File: config.mk
export PLATFORM = sky130hd
export DESIGN_NAME = wire_pulse_peak_finder
export DESIGN_NICKNAME = d
export VERILOG_FILES = /design/src/rtl/core/wppf_pkg.sv /design/src/rtl/core/wppf_detect.sv /design/src/rtl/core/wppf_result_fifo.sv /design/src/rtl/core/wire_pulse_peak_finder.sv
export VERILOG_INCLUDE_DIRS = /design/src /design/src/rtl/core
export SDC_FILE = /design/constraint.sdc
export NUM_CORES = 1
export LEC_CHECK = 0
export BUFFER_PORTS_ARGS = -buffer_cell sky130_fd_sc_hd__buf_2
export CAP_MARGIN = 20
export CORE_MARGIN = 5
export CORE_UTILIZATION = 60
export CTS_BUF_LIST = sky130_fd_sc_hd__clkbuf_16
export CTS_CLUSTER_SIZE = 40
export DETAILED_ROUTE_END_ITERATION = 16
export PLACE_DENSITY_LB_ADDON = 0.12
export SLEW_MARGIN = 20
export SYNTH_ARGS = -nofsm -noshare
export SYNTH_HDL_FRONTEND = slang
export SYNTH_HIERARCHICAL = 1
export SYNTH_SLANG_ARGS = --single-unit
File: constraint.sdc
create_clock -name clk -period 13.58 [get_ports clk]
set_input_delay 0.679 -clock clk [delete_from_list [all_inputs] [get_ports clk]]
set_output_delay 0.679 -clock clk [all_outputs]
set_load 0.03 [all_outputs]
File: src/rtl/core/assert_macros.svh
// shared assertion helpers for the peak finder rtl
`ifndef ASSERT_MACROS_SVH
`define ASSERT_MACROS_SVH

// property checked on every rising edge outside of reset
`define WPPF_ASSERT(label, prop, msg) \
  label: assert property (@(posedge clk) disable iff (rst) (prop)) else $error(msg);

// property checked on every rising edge, reset included
`define WPPF_ASSERT_ALWAYS(label, prop, msg) \
  label: assert property (@(posedge clk) (prop)) else $error(msg);

`endif

File: src/rtl/core/wppf_pkg.sv
package wppf_pkg;

  localparam int ADC_W  = 12;
  localparam int PED_W  = 16;
  localparam int THR_W  = 24;
  localparam int TICK_W = 12;
  localparam int REP_W  = 13;
  localparam int VAL_W  = 30;
  localparam int RAW_W  = 18;

  localparam int CFG_IDX_W = 1;

  typedef enum logic [CFG_IDX_W-1:0] {
    REG_THR_IND = 1'b0,
    REG_THR_COL = 1'b1
  } cfg_reg_t;

  localparam logic REC_PEAK = 1'b0;
  localparam logic REC_END  = 1'b1;

  localparam logic signed [VAL_W-1:0] SAT_HI = {1'b0, {(VAL_W-1){1'b1}}};
  localparam logic signed [VAL_W-1:0] SAT_LO = {1'b1, {(VAL_W-1){1'b0}}};
  localparam logic [REP_W-1:0]        REP_MAX = {REP_W{1'b1}};

  // result queue geometry
  localparam int FIFO_DEPTH = 4;
  localparam int PTR_W      = 2;
  localparam int CNT_W      = 3;

  typedef struct packed {
    logic              kind;
    logic [TICK_W-1:0] rise_tick;
    logic [TICK_W-1:0] peak_tick;
    logic [TICK_W-1:0] close_tick;
    logic [REP_W-1:0]  rep_cnt;
    logic              last;
  } wppf_rec_t;

endpackage

File: src/rtl/core/wppf_detect.sv
`include "assert_macros.svh"

module wppf_detect import wppf_pkg::*; #(
  parameter int MAX_BLOCK_LEN = 4096
) (
  input  logic              clk,
  input  logic              rst,
  input  logic              cfg_we,
  input  cfg_reg_t          cfg_idx,
  input  logic [THR_W-1:0]  cfg_wdata,
  input  logic              fire,
  input  logic [ADC_W-1:0]  s_adc,
  input  logic [PED_W-1:0]  s_ped,
  input  logic              s_ind,
  input  logic              s_first,
  input  logic              s_last,
  output logic              push_a,
  output wppf_rec_t         rec_a,
  output logic              push_b,
  output wppf_rec_t         rec_b
);

  localparam int IDX_W = $clog2(MAX_BLOCK_LEN + 1);
  localparam logic [IDX_W-1:0] IDX_LIMIT = IDX_W'(MAX_BLOCK_LEN);

  logic [THR_W-1:0]        thr_ind;
  logic [THR_W-1:0]        thr_col;
  logic signed [VAL_W-1:0] window_older;
  logic signed [VAL_W-1:0] window_newer;
  logic signed [VAL_W-1:0] running_integral;
  logic [IDX_W-1:0]        sample_index;
  logic                    peak_pending;
  logic [TICK_W-1:0]       start_holder;
  logic [REP_W-1:0]        unmatched_peaks;

  logic signed [VAL_W-1:0] window_older_next;
  logic signed [VAL_W-1:0] window_newer_next;
  logic signed [VAL_W-1:0] running_integral_next;
  logic [IDX_W-1:0]        sample_index_next;
  logic                    peak_pending_next;
  logic [TICK_W-1:0]       start_holder_next;
  logic [REP_W-1:0]        unmatched_peaks_next;

  logic signed [VAL_W-1:0] eff_older;
  logic signed [VAL_W-1:0] eff_newer;
  logic signed [VAL_W-1:0] eff_int;
  logic [IDX_W-1:0]        eff_index;
  logic                    eff_pending;
  logic [TICK_W-1:0]       eff_start;
  logic [REP_W-1:0]        eff_unmatched;

  logic                    in_range;
  logic                    tick_ge2;
  logic [IDX_W-1:0]        tick_m1;
  logic [IDX_W-1:0]        last_tick;
  logic signed [RAW_W-1:0] value;
  logic [VAL_W:0]          sum_wide;
  logic signed [VAL_W-1:0] sum_sat;
  logic signed [VAL_W-1:0] cur;
  logic signed [VAL_W-1:0] thr_s;
  logic                    is_min;
  logic                    is_max;
  logic                    a_valid;
  logic                    pend_mid;
  logic [TICK_W-1:0]       start_mid;
  logic [REP_W-1:0]        unm_mid;

  // a block start drops the stored block state before this sample
  always_comb begin
    eff_older     = s_first ? '0 : window_older;
    eff_newer     = s_first ? '0 : window_newer;
    eff_int       = s_first ? '0 : running_integral;
    eff_index     = s_first ? '0 : sample_index;
    eff_pending   = s_first ? 1'b0 : peak_pending;
    eff_start     = s_first ? '0 : start_holder;
    eff_unmatched = s_first ? '0 : unmatched_peaks;
  end

  assign in_range  = eff_index < IDX_LIMIT;
  assign tick_ge2  = eff_index >= IDX_W'(2);
  assign tick_m1   = eff_index - IDX_W'(1);
  assign last_tick = in_range ? eff_index : tick_m1;

  // pedestal removal, result in signed 14.4
  assign value = $signed({2'b00, s_adc, 4'b0000}) - $signed({2'b00, s_ped});

  assign sum_wide = {eff_int[VAL_W-1], eff_int}
                  + {{(VAL_W+1-RAW_W){value[RAW_W-1]}}, value};

  always_comb begin
    if (sum_wide[VAL_W] != sum_wide[VAL_W-1]) begin
      sum_sat = sum_wide[VAL_W] ? SAT_LO : SAT_HI;
    end else begin
      sum_sat = $signed(sum_wide[VAL_W-1:0]);
    end
  end

  assign cur   = s_ind ? sum_sat : VAL_W'(value);
  assign thr_s = $signed({{(VAL_W-THR_W){1'b0}}, (s_ind ? thr_ind : thr_col)});

  assign is_min = (eff_older > eff_newer) && (eff_newer < cur);
  assign is_max = (eff_older < eff_newer) && (eff_newer > cur) && (eff_newer > thr_s);

  always_comb begin
    a_valid   = 1'b0;
    rec_a     = '0;
    pend_mid  = eff_pending;
    start_mid = eff_start;
    unm_mid   = eff_unmatched;
    if (in_range && tick_ge2) begin
      if (is_min) begin
        if (eff_pending) begin
          a_valid          = 1'b1;
          rec_a.kind       = REC_END;
          rec_a.close_tick = TICK_W'(tick_m1);
          rec_a.rep_cnt    = REP_W'(1);
          if (eff_unmatched != '0) begin
            unm_mid = eff_unmatched - REP_W'(1);
          end
          pend_mid  = 1'b0;
          start_mid = TICK_W'(eff_index);
        end else begin
          start_mid = TICK_W'(tick_m1);
        end
      end else if (is_max) begin
        a_valid         = 1'b1;
        pend_mid        = 1'b1;
        rec_a.kind      = REC_PEAK;
        rec_a.rise_tick = eff_start;
        rec_a.peak_tick = TICK_W'(tick_m1);
        if (eff_unmatched != REP_MAX) begin
          unm_mid = eff_unmatched + REP_W'(1);
        end
      end
    end
    // block flush closes every peak still open
    rec_b            = '0;
    rec_b.kind       = REC_END;
    rec_b.close_tick = TICK_W'(last_tick);
    rec_b.rep_cnt    = unm_mid;
    rec_b.last       = 1'b1;
    rec_a.last       = !(s_last && (unm_mid != '0));
  end

  assign push_a = fire && a_valid;
  assign push_b = fire && s_last && (unm_mid != '0);

  always_comb begin
    window_older_next     = eff_older;
    window_newer_next     = eff_newer;
    running_integral_next = eff_int;
    sample_index_next     = eff_index;
    peak_pending_next     = pend_mid;
    start_holder_next     = start_mid;
    unmatched_peaks_next  = unm_mid;
    if (s_last) begin
      window_older_next     = '0;
      window_newer_next     = '0;
      running_integral_next = '0;
      sample_index_next     = '0;
      peak_pending_next     = 1'b0;
      start_holder_next     = '0;
      unmatched_peaks_next  = '0;
    end else if (in_range) begin
      window_older_next     = eff_newer;
      window_newer_next     = cur;
      running_integral_next = sum_sat;
      sample_index_next     = eff_index + IDX_W'(1);
    end
  end

  always_ff @(posedge clk) begin
    if (rst) begin
      thr_ind          <= '0;
      thr_col          <= '0;
      window_older     <= '0;
      window_newer     <= '0;
      running_integral <= '0;
      sample_index     <= '0;
      peak_pending     <= 1'b0;
      start_holder     <= '0;
      unmatched_peaks  <= '0;
    end else begin
      if (cfg_we) begin
        unique case (cfg_idx)
          REG_THR_IND: thr_ind <= cfg_wdata;
          REG_THR_COL: thr_col <= cfg_wdata;
          default:     thr_ind <= thr_ind;
        endcase
      end
      if (fire) begin
        window_older     <= window_older_next;
        window_newer     <= window_newer_next;
        running_integral <= running_integral_next;
        sample_index     <= sample_index_next;
        peak_pending     <= peak_pending_next;
        start_holder     <= start_holder_next;
        unmatched_peaks  <= unmatched_peaks_next;
      end
    end
  end

  `WPPF_ASSERT(a_pending_has_count, peak_pending |-> (unmatched_peaks != '0),
               "pending peak with zero unmatched count")
  `WPPF_ASSERT(a_index_bound, sample_index <= IDX_LIMIT,
               "sample index beyond block limit")
  `WPPF_ASSERT(a_end_closes_one,
               (push_a && rec_a.kind == REC_END) |-> (rec_a.rep_cnt == REP_W'(1)),
               "window end record must close exactly one peak")

endmodule

File: src/rtl/core/wppf_result_fifo.sv
`include "assert_macros.svh"

module wppf_result_fifo import wppf_pkg::*; (
  input  logic      clk,
  input  logic      rst,
  input  logic      push_a,
  input  wppf_rec_t rec_a,
  input  logic      push_b,
  input  wppf_rec_t rec_b,
  input  logic      pop,
  output logic      room,
  output logic      not_empty,
  output wppf_rec_t head
);

  wppf_rec_t        mem [FIFO_DEPTH];
  logic [PTR_W-1:0] wr_ptr;
  logic [PTR_W-1:0] rd_ptr;
  logic [CNT_W-1:0] count;
  logic [PTR_W-1:0] wr_ptr_b;
  logic [CNT_W-1:0] count_next;

  // room for a full pair of words from one sample
  assign room      = count <= CNT_W'(FIFO_DEPTH - 2);
  assign not_empty = count != '0;
  assign head      = mem[rd_ptr];

  assign wr_ptr_b   = wr_ptr + PTR_W'(push_a);
  assign count_next = count + CNT_W'(push_a) + CNT_W'(push_b) - CNT_W'(pop);

  always_ff @(posedge clk) begin
    if (push_a) begin
      mem[wr_ptr] <= rec_a;
    end
    if (push_b) begin
      mem[wr_ptr_b] <= rec_b;
    end
  end

  always_ff @(posedge clk) begin
    if (rst) begin
      wr_ptr <= '0;
      rd_ptr <= '0;
      count  <= '0;
    end else begin
      wr_ptr <= wr_ptr + PTR_W'(push_a) + PTR_W'(push_b);
      rd_ptr <= rd_ptr + PTR_W'(pop);
      count  <= count_next;
    end
  end

  `WPPF_ASSERT(a_count_bound, count <= CNT_W'(FIFO_DEPTH),
               "result queue count beyond depth")
  `WPPF_ASSERT(a_no_overflow, (push_a || push_b) |-> room,
               "result pushed without room for a pair")
  `WPPF_ASSERT(a_no_underflow, pop |-> not_empty,
               "result popped from empty queue")

endmodule

File: src/rtl/core/wire_pulse_peak_finder.sv
// wire pulse peak finder
// one converter word per in_valid/in_ready handshake: adc_sample, pedestal_level,
// is_induction, first_of_block, last_of_block. each word yields zero, one or two
// result words on out_valid/out_ready: a peak record (record_kind 0, rise_tick,
// peak_tick) or an end record (record_kind 1, close_tick, end_repeat); last_result
// marks the final word caused by a given input word.
// thresholds are written on the cfg channel (index 0 induction, 1 collection);
// the user must write them only while the block is idle, the block does not
// enforce this; cfg_ready is always high. an accepted word waits in the input
// register until the queue has room, then is processed into the result queue.
// throughput: one input word per cycle while each word yields at most one result;
// the input stage advances only when the 4-entry result queue has room for two
// words, so a two-result word or a stalled receiver slows intake to the rate at
// which results are taken. stalls hold results in the queue, nothing is dropped.
// reset (synchronous, active high) clears thresholds, block state and the queue.
module wire_pulse_peak_finder import wppf_pkg::*; #(
  parameter int MAX_BLOCK_LEN = 4096
) (
  input  logic                 clk,
  input  logic                 rst,
  // sample channel
  input  logic                 in_valid,
  output logic                 in_ready,
  input  logic [ADC_W-1:0]     adc_sample,
  input  logic [PED_W-1:0]     pedestal_level,
  input  logic                 is_induction,
  input  logic                 first_of_block,
  input  logic                 last_of_block,
  // result channel
  output logic                 out_valid,
  input  logic                 out_ready,
  output logic                 record_kind,
  output logic [TICK_W-1:0]    rise_tick,
  output logic [TICK_W-1:0]    peak_tick,
  output logic [TICK_W-1:0]    close_tick,
  output logic [REP_W-1:0]     end_repeat,
  output logic                 last_result,
  // configuration channel
  input  logic                 cfg_valid,
  output logic                 cfg_ready,
  input  logic [CFG_IDX_W-1:0] cfg_index,
  input  logic [THR_W-1:0]     cfg_data
);

  // input register stage
  logic              s_valid;
  logic [ADC_W-1:0]  s_adc;
  logic [PED_W-1:0]  s_ped;
  logic              s_ind;
  logic              s_first;
  logic              s_last;

  logic              fire;
  logic              room;
  logic              push_a;
  logic              push_b;
  wppf_rec_t         rec_a;
  wppf_rec_t         rec_b;
  wppf_rec_t         head;
  logic              pop;

  // the staged word moves on when the queue can take both possible results
  assign fire     = s_valid && room;
  assign in_ready = !s_valid || fire;

  assign cfg_ready = 1'b1;

  always_ff @(posedge clk) begin
    if (rst) begin
      s_valid <= 1'b0;
    end else if (in_ready) begin
      s_valid <= in_valid;
    end
  end

  // payload register, no reset needed
  always_ff @(posedge clk) begin
    if (in_valid && in_ready) begin
      s_adc   <= adc_sample;
      s_ped   <= pedestal_level;
      s_ind   <= is_induction;
      s_first <= first_of_block;
      s_last  <= last_of_block;
    end
  end

  wppf_detect #(
    .MAX_BLOCK_LEN(MAX_BLOCK_LEN)
  ) u_detect (
    .clk      (clk),
    .rst      (rst),
    .cfg_we   (cfg_valid && cfg_ready),
    .cfg_idx  (cfg_reg_t'(cfg_index)),
    .cfg_wdata(cfg_data),
    .fire     (fire),
    .s_adc    (s_adc),
    .s_ped    (s_ped),
    .s_ind    (s_ind),
    .s_first  (s_first),
    .s_last   (s_last),
    .push_a   (push_a),
    .rec_a    (rec_a),
    .push_b   (push_b),
    .rec_b    (rec_b)
  );

  wppf_result_fifo u_fifo (
    .clk      (clk),
    .rst      (rst),
    .push_a   (push_a),
    .rec_a    (rec_a),
    .push_b   (push_b),
    .rec_b    (rec_b),
    .pop      (pop),
    .room     (room),
    .not_empty(out_valid),
    .head     (head)
  );

  assign pop = out_valid && out_ready;

  // result fields straight from the queue head
  assign record_kind = head.kind;
  assign rise_tick   = head.rise_tick;
  assign peak_tick   = head.peak_tick;
  assign close_tick  = head.close_tick;
  assign end_repeat  = head.rep_cnt;
  assign last_result = head.last;

endmodule
# Yosys cells after proc, flatten, opt, wreduce, memory -nomap -nowiden
# Memories as Yosys holds them, arrays and structs flattened. A register that Yosys moved wholly into a read port is not among the register bits.
# Index checks and enable logic that the tools add are counted.
dict set report word_totals {
  regBits 216
  ram_bits 204
  in_bits 61
  out_inout_bits 54
  wordCells 111
  memories 1
}
# name words width read_ports rd_clocked_by_memory_dff wr line_no
set memory_table {}
lappend memory_table {u_fifo.mem 4 51 1 1 2 wppf_result_fifo.sv:16} ;# wppf_rec_t mem [FIFO_DEPTH];
dict set report op_classes {
  add_sub_neg 12
  order_cmp 8
  eq_ne 2
  n_mux 50
  bitwise_logic 1
  n_reduce_logical 19
}
# operator count
set ops {}
lappend ops {{30-bit two-way mux} 12}
lappend ops {{13-bit two-way mux} 11}
lappend ops {{12-bit two-way mux} 6}
lappend ops {{24-bit two-way mux} 3}
lappend ops {{30-bit greater-than comparator} 2}
lappend ops {{30-bit < comparator} 2}
lappend ops {{25-bit two-way mux} 2}
lappend ops {{50-bit two-way mux} 1}
lappend ops {{30-bit by 17-bit adder with 31-bit output} 1}
lappend ops {{30-bit by 25-bit greater-than comparator with 1-bit output} 1}
lappend ops {{13-bit by 1-bit adder with 13-bit output, second input constant} 2}
lappend ops {{13-bit nonzero test} 2}
lappend ops {{16-bit by 16-bit subtractor with 17-bit output} 1}
lappend ops {{1-bit two-way mux} 14}
lappend ops {{13-bit by 2-bit greater-or-equal comparator with 1-bit output, second input constant} 1}
lappend ops {{13-bit < comparator, second input constant} 1}
lappend ops {{13-bit inequality test, second input constant} 1}
lappend ops {{13-bit by 1-bit subtractor with 13-bit output, second input constant} 1}
lappend ops {{12-bit by 1-bit subtractor with 12-bit output, second input constant} 1}
lappend ops {{1-bit logical AND} 11}
lappend ops {{2-bit by 1-bit adder with 2-bit output} 3}
lappend ops {{3-bit by 1-bit adder with 3-bit output} 2}
lappend ops {{2-bit AND reduction} 2}
lappend ops {{3-bit by 2-bit less-or-equal comparator with 1-bit output, second input constant} 1}
lappend ops {{7 further kinds} 8}

# Logic depth before layout (Yosys ltp)
dict set report logic_depth {
  depth_word 15
  ltp_mapped 51
  mapped_depth_nobuf 47
}

# Modules after synthesis
# Netlist, hierarchy kept.
# module instances cells_per_inst area_per_inst_um2 seq_area_each_um2
set modules_own_cells {}
lappend modules_own_cells {wppf_detect 1 1850 13808.2 3543.4}
lappend modules_own_cells {wppf_result_fifo 1 538 10278.6 6266.0}
lappend modules_own_cells {wire_pulse_peak_finder 1 40 1011.0 950.9}

# Least setup slack after synthesis
# No wires, ideal clock.
dict set report synth_path {
  path_kind {reg2reg}
  startpoint {reg s_ped[2]}
  endpoint {mem u_fifo/mem[0][0] in the netlist's numbering (enable)}
  setup_ns 0.530
  t_arrival_ns 11.756
  required_time_ns 13.050
  path_slack_ns 1.294
  stages_incl_launch_ff 42
  n_path_buf 4
  period_less_slack_ns 12.286
  cell_sequence {edfxtp_1 > nor4_1 > a21oi_1 > o21ai_0 > a2111oi_0 > o41ai_1 > a211oi_1 > o21bai_1 > a21oi_1 > xnor2_1 > ha_1 > nor2b_1 > o21ai_0 > a21oi_1 > a211oi_1 > o41ai_1 > a2111oi_0 > nor2_1 > [... 6 more ...] > clkbuf_1 > o31ai_2 > buf_2 > nor3_1 > o21bai_1 > ha_1 > a21oi_1 > a21boi_0 > o31ai_1 > a31oi_1 > o21bai_1 > or2_1 > buf_2 > or3_4 > buf_6 > a21oi_1 > nand2b_1 > o21ai_0}
}
# item line_no
set synth_lines {}
lappend synth_lines {{start: declaration} wire_pulse_peak_finder.sv:48} ;# logic [PED_W-1:0] s_ped;
lappend synth_lines {{start signal: assignment} wire_pulse_peak_finder.sv:80} ;# s_ped <= pedestal_level;
lappend synth_lines {{end: declaration} wppf_result_fifo.sv:16}

==> results.cfg <==
[cts]
path_clk_slew_ps = 60
ctsHoldBuffers = 0
clk_latency_ps = 580
cts_resized = 0
h-tree-depth = 2
cts_setup_buffers = 0
clockRootBuffer = clkbuf_16
clockBufferDepth = 3
cts_tree = done
numClockSinks = 420
cts_buffers = 45

[drt]
drtAntennaViolNets = 0
avgViaCountPerCell = 6.16
drc = 0
vias = 18800
routed_wl_um = 62800
wl_per_cell_um = 20.6
first_pass_iters = 5
drtIter0Drc = 1409

[synth]
syn_area_per_cell_um2 = 10.3
synth_cells = 2428
synth-edff-count = 235
synthArstFlopShare_pct = 0
synthesis.area_um2 = 25100
ys_seq_area_share_pct = 42.9
ys.flop_type = edfxtp_1
ys_types = 97
yosys_warnings = 6
ys_seq_elements = 420

[floorplan]
floorplan.die_area_um2 = 46000
rows = 75
io_pins = 115
core_um2 = 41700
initial_core_util_pct = 60.2
dieWidth_um = 215
fp.dieH_um = 215

[setup_path]
setup.worst_path.class = flip-flop to flip-flop
crit_fanout = 22
r2r_start = s_ped[2]
start_kind = flip-flop
critPathTopFamily = compound AO/OA/AOI/OAI gates
worstPathRequired_ps = 14000
rr_worst_depth = 45
cp.arrival_ps = 12970
worst-r2r-setup-slack_ps = 1030
worst_path_max_delay_cell = o21ai_0
max_stage_delay_ps = 700
timing.rr.end = u_fifo/count[2]
crit_start = s_ped[2]
worstSetupEndpointType = flip-flop
path_buf_inv = 3

[timing]
fin_ws_ps = 1030
rsz0062_at_grt = false
slew_violations = 0
tightest_slew_ps = 1050
min_period_ps = 12550
finalSetupViolCount = 0
hold_viol = 0
slew_headroom_pct = 29.8
finalCritPeriodShare_pct = 92.4
skew_ps = 19.9
fmax_mhz = 79.7
finalSetupTns_ps = 0

[grt]
globalRouteTotalUtil_pct = 26.8
grt_pass1_wl_um = 101000
antenna_found_initial = 0
grt_max_degree = 93
grt_pass1_vias = 19000
grt_overflow = 0

[worst_hold_path]
hold_path.class = input pin to flip-flop
min_from = pedestal_level[13]
whs_endpoint = s_ped[13]
min_path_cells = 1

[placement]
dp_hpwl_um = 41900
port_buffers = 113
gp_congestion = 0.930
pre_cts_ws_ps = 710

[pwr]
p_leak_uw = 0.0110
irDropWorstVdd_uv = 108
power_density_nw_per_um2 = 143

[outcome]
outcome = complete, no violations

[finish]
syn_to_final_growth_pct = 8.91
n_antenna_cell = 0
drive_above_1_share_pct = 20.6
nFillCells = 3340
layout.nets = 2674

[job]
drv_cap = 0
==> cell usage after synthesis, types with 6 or more instances <==
cell	instances	area, um^2
nand2_1	260	976
edfxtp_1	235	7060
nor2_1	208	781
mux2_2	206	2320
dfxtp_1	185	3700
a21oi_1	156	781
ha_1	139	1740
clkbuf_1	100	375
inv_1	83	312
o21ai_0	82	410
nor2b_1	79	494
a22oi_1	62	465
mux4_2	51	1150
buf_4	48	360
nor3_1	38	190
xnor2_1	38	333
nand3_1	36	180
a21o_1	30	225
mux2i_1	30	300
nand4_1	25	156
xor2_1	24	210
and2_1	19	119
nor4_1	17	106
a31oi_1	16	100
or3_1	16	100
nand2b_1	14	87.6
a211oi_1	13	97.6
buf_6	13	146
o21a_1	13	97.6
a22o_1	12	105
buf_2	12	60.1
and3_1	11	68.8
a221o_1	9	90.1
o211ai_1	7	52.6
a2111oi_0	6	52.6
o311ai_0	6	52.6
o41ai_1	6	52.6
==> metal layers <==
layer  part of all wire [%]  GRT usage (%)  wire length, um
met2                     51           47.6            31800
met4                    4.0           10.2             2490
met1                     41           33.4            25500
met5                      0              0                0
met3                    4.8           3.54             3020
==> state kept, by name (all words and copies together), names as in the netlist, 2 cells and up <==
name / count
u_fifo/count: 3
s_adc: 12
u_detect/thr_col: 24
u_detect/unmatched_peaks: 13
s_ped: 16
u_fifo/rd_ptr: 2
u_detect/window_older: 30
u_detect/start_holder: 12
u_detect/sample_index: 13
u_detect/running_integral: 30
u_fifo/mem: 204
u_detect/thr_ind: 24
u_fifo/wr_ptr: 2
u_detect/window_newer: 30
==> worst max-delay path by stage <==
stage	end	depth (start not counted)
2_1_floorplan	u_fifo/mem[0][0]	41
3_3_place_gp	u_fifo/count[2]	45
3_5_place_dp	u_fifo/count[2]	45
4_1_cts	u_fifo/count[2]	45
5_1_grt	u_fifo/count[2]	45
6_report	u_fifo/count[2]	45
==> worst register-to-register path: cells and delay by family (launching register included) <==
| family | cells | cell delay, ps |
|---|---|---|
| AND/OR/NAND/NOR | 7 | 1620 |
| buffers and inverters | 3 | 510 |
| adder cells (fa/ha/maj) | 6 | 2160 |
| multiplexers | 1 | 240 |
| XOR/XNOR | 3 | 710 |
| AO/OA/AOI/OAI | 25 | 6720 |
| flip-flops | 1 | 460 |
==> logic make-up after synthesis <==
family / count (synthesis) / synth area share, %
AOI/OAI and AO/OA: 488 / 12.9
xor gates and xnor gates: 64 / 2.29
adders and majority gates: 142 / 7.17
DFF: 420 / 42.9
muxes: 287 / 15.0
buffers and inverters: 267 / 5.32
and+or+nand+nor: 757 / 14.4
other: 3 / 0.0449
==> per-stage QoR <==
stage                     utilization, %  total power, uW  std cells  cell area (um^2)  hold slack, ps
after floorplan                        -             2400       2464             25200             418
after global placement              62.1             2710       2963             25900             428
after detailed placement            62.1             2730       2963             25900             441
after CTS                           65.5             3930       3046             27300             251
after global routing                65.6             4120       3046             27300             256
final                               65.6             3920       3046             27300             283
==> area by class of cell <==
| cell class | count | area, um^2 | share of cell area (%) |
|---|---|---|---|
| Tap cell | 539 | 674 | 2.47 |
| Clock buffer | 48 | 1200 | 4.39 |
| Timing Repair Buffer | 142 | 886 | 3.24 |
| Inverter | 85 | 319 | 1.17 |
| Multi-Input combinational cell | 1777 | 13200 | 48.5 |
| Sequential cell | 420 | 10800 | 39.4 |
| Clock inverter | 35 | 241 | 0.883 |
==> report_power, final <==
group / switching [uW] / total, uW / internal (uW)
Combinational: 819 / 1280 / 461
Clock: 506 / 1200 / 694
Sequential: 53.5 / 1440 / 1390
Total: 1380 / 3920 / 2540
==> cells in the final DEF (no fill, tap or decap), types with 24 or more instances in the layout <==
cell type  instances
nand2_1          258
edfxtp_1         235
nor2_1           206
mux2_2           206
dfxtp_1          183
a21oi_1          154
ha_1             138
buf_2            112
inv_1             95
o21ai_0           80
nor2b_1           79
a22oi_1           62
mux4_2            51
clkbuf_16         48
conb_1            39
xnor2_1           38
nor3_1            37
nand3_1           36
a21o_1            30
mux2i_1           29
nand4_1           25
xor2_1            24
No activity file was read; power rests on OpenSTA's default activity.
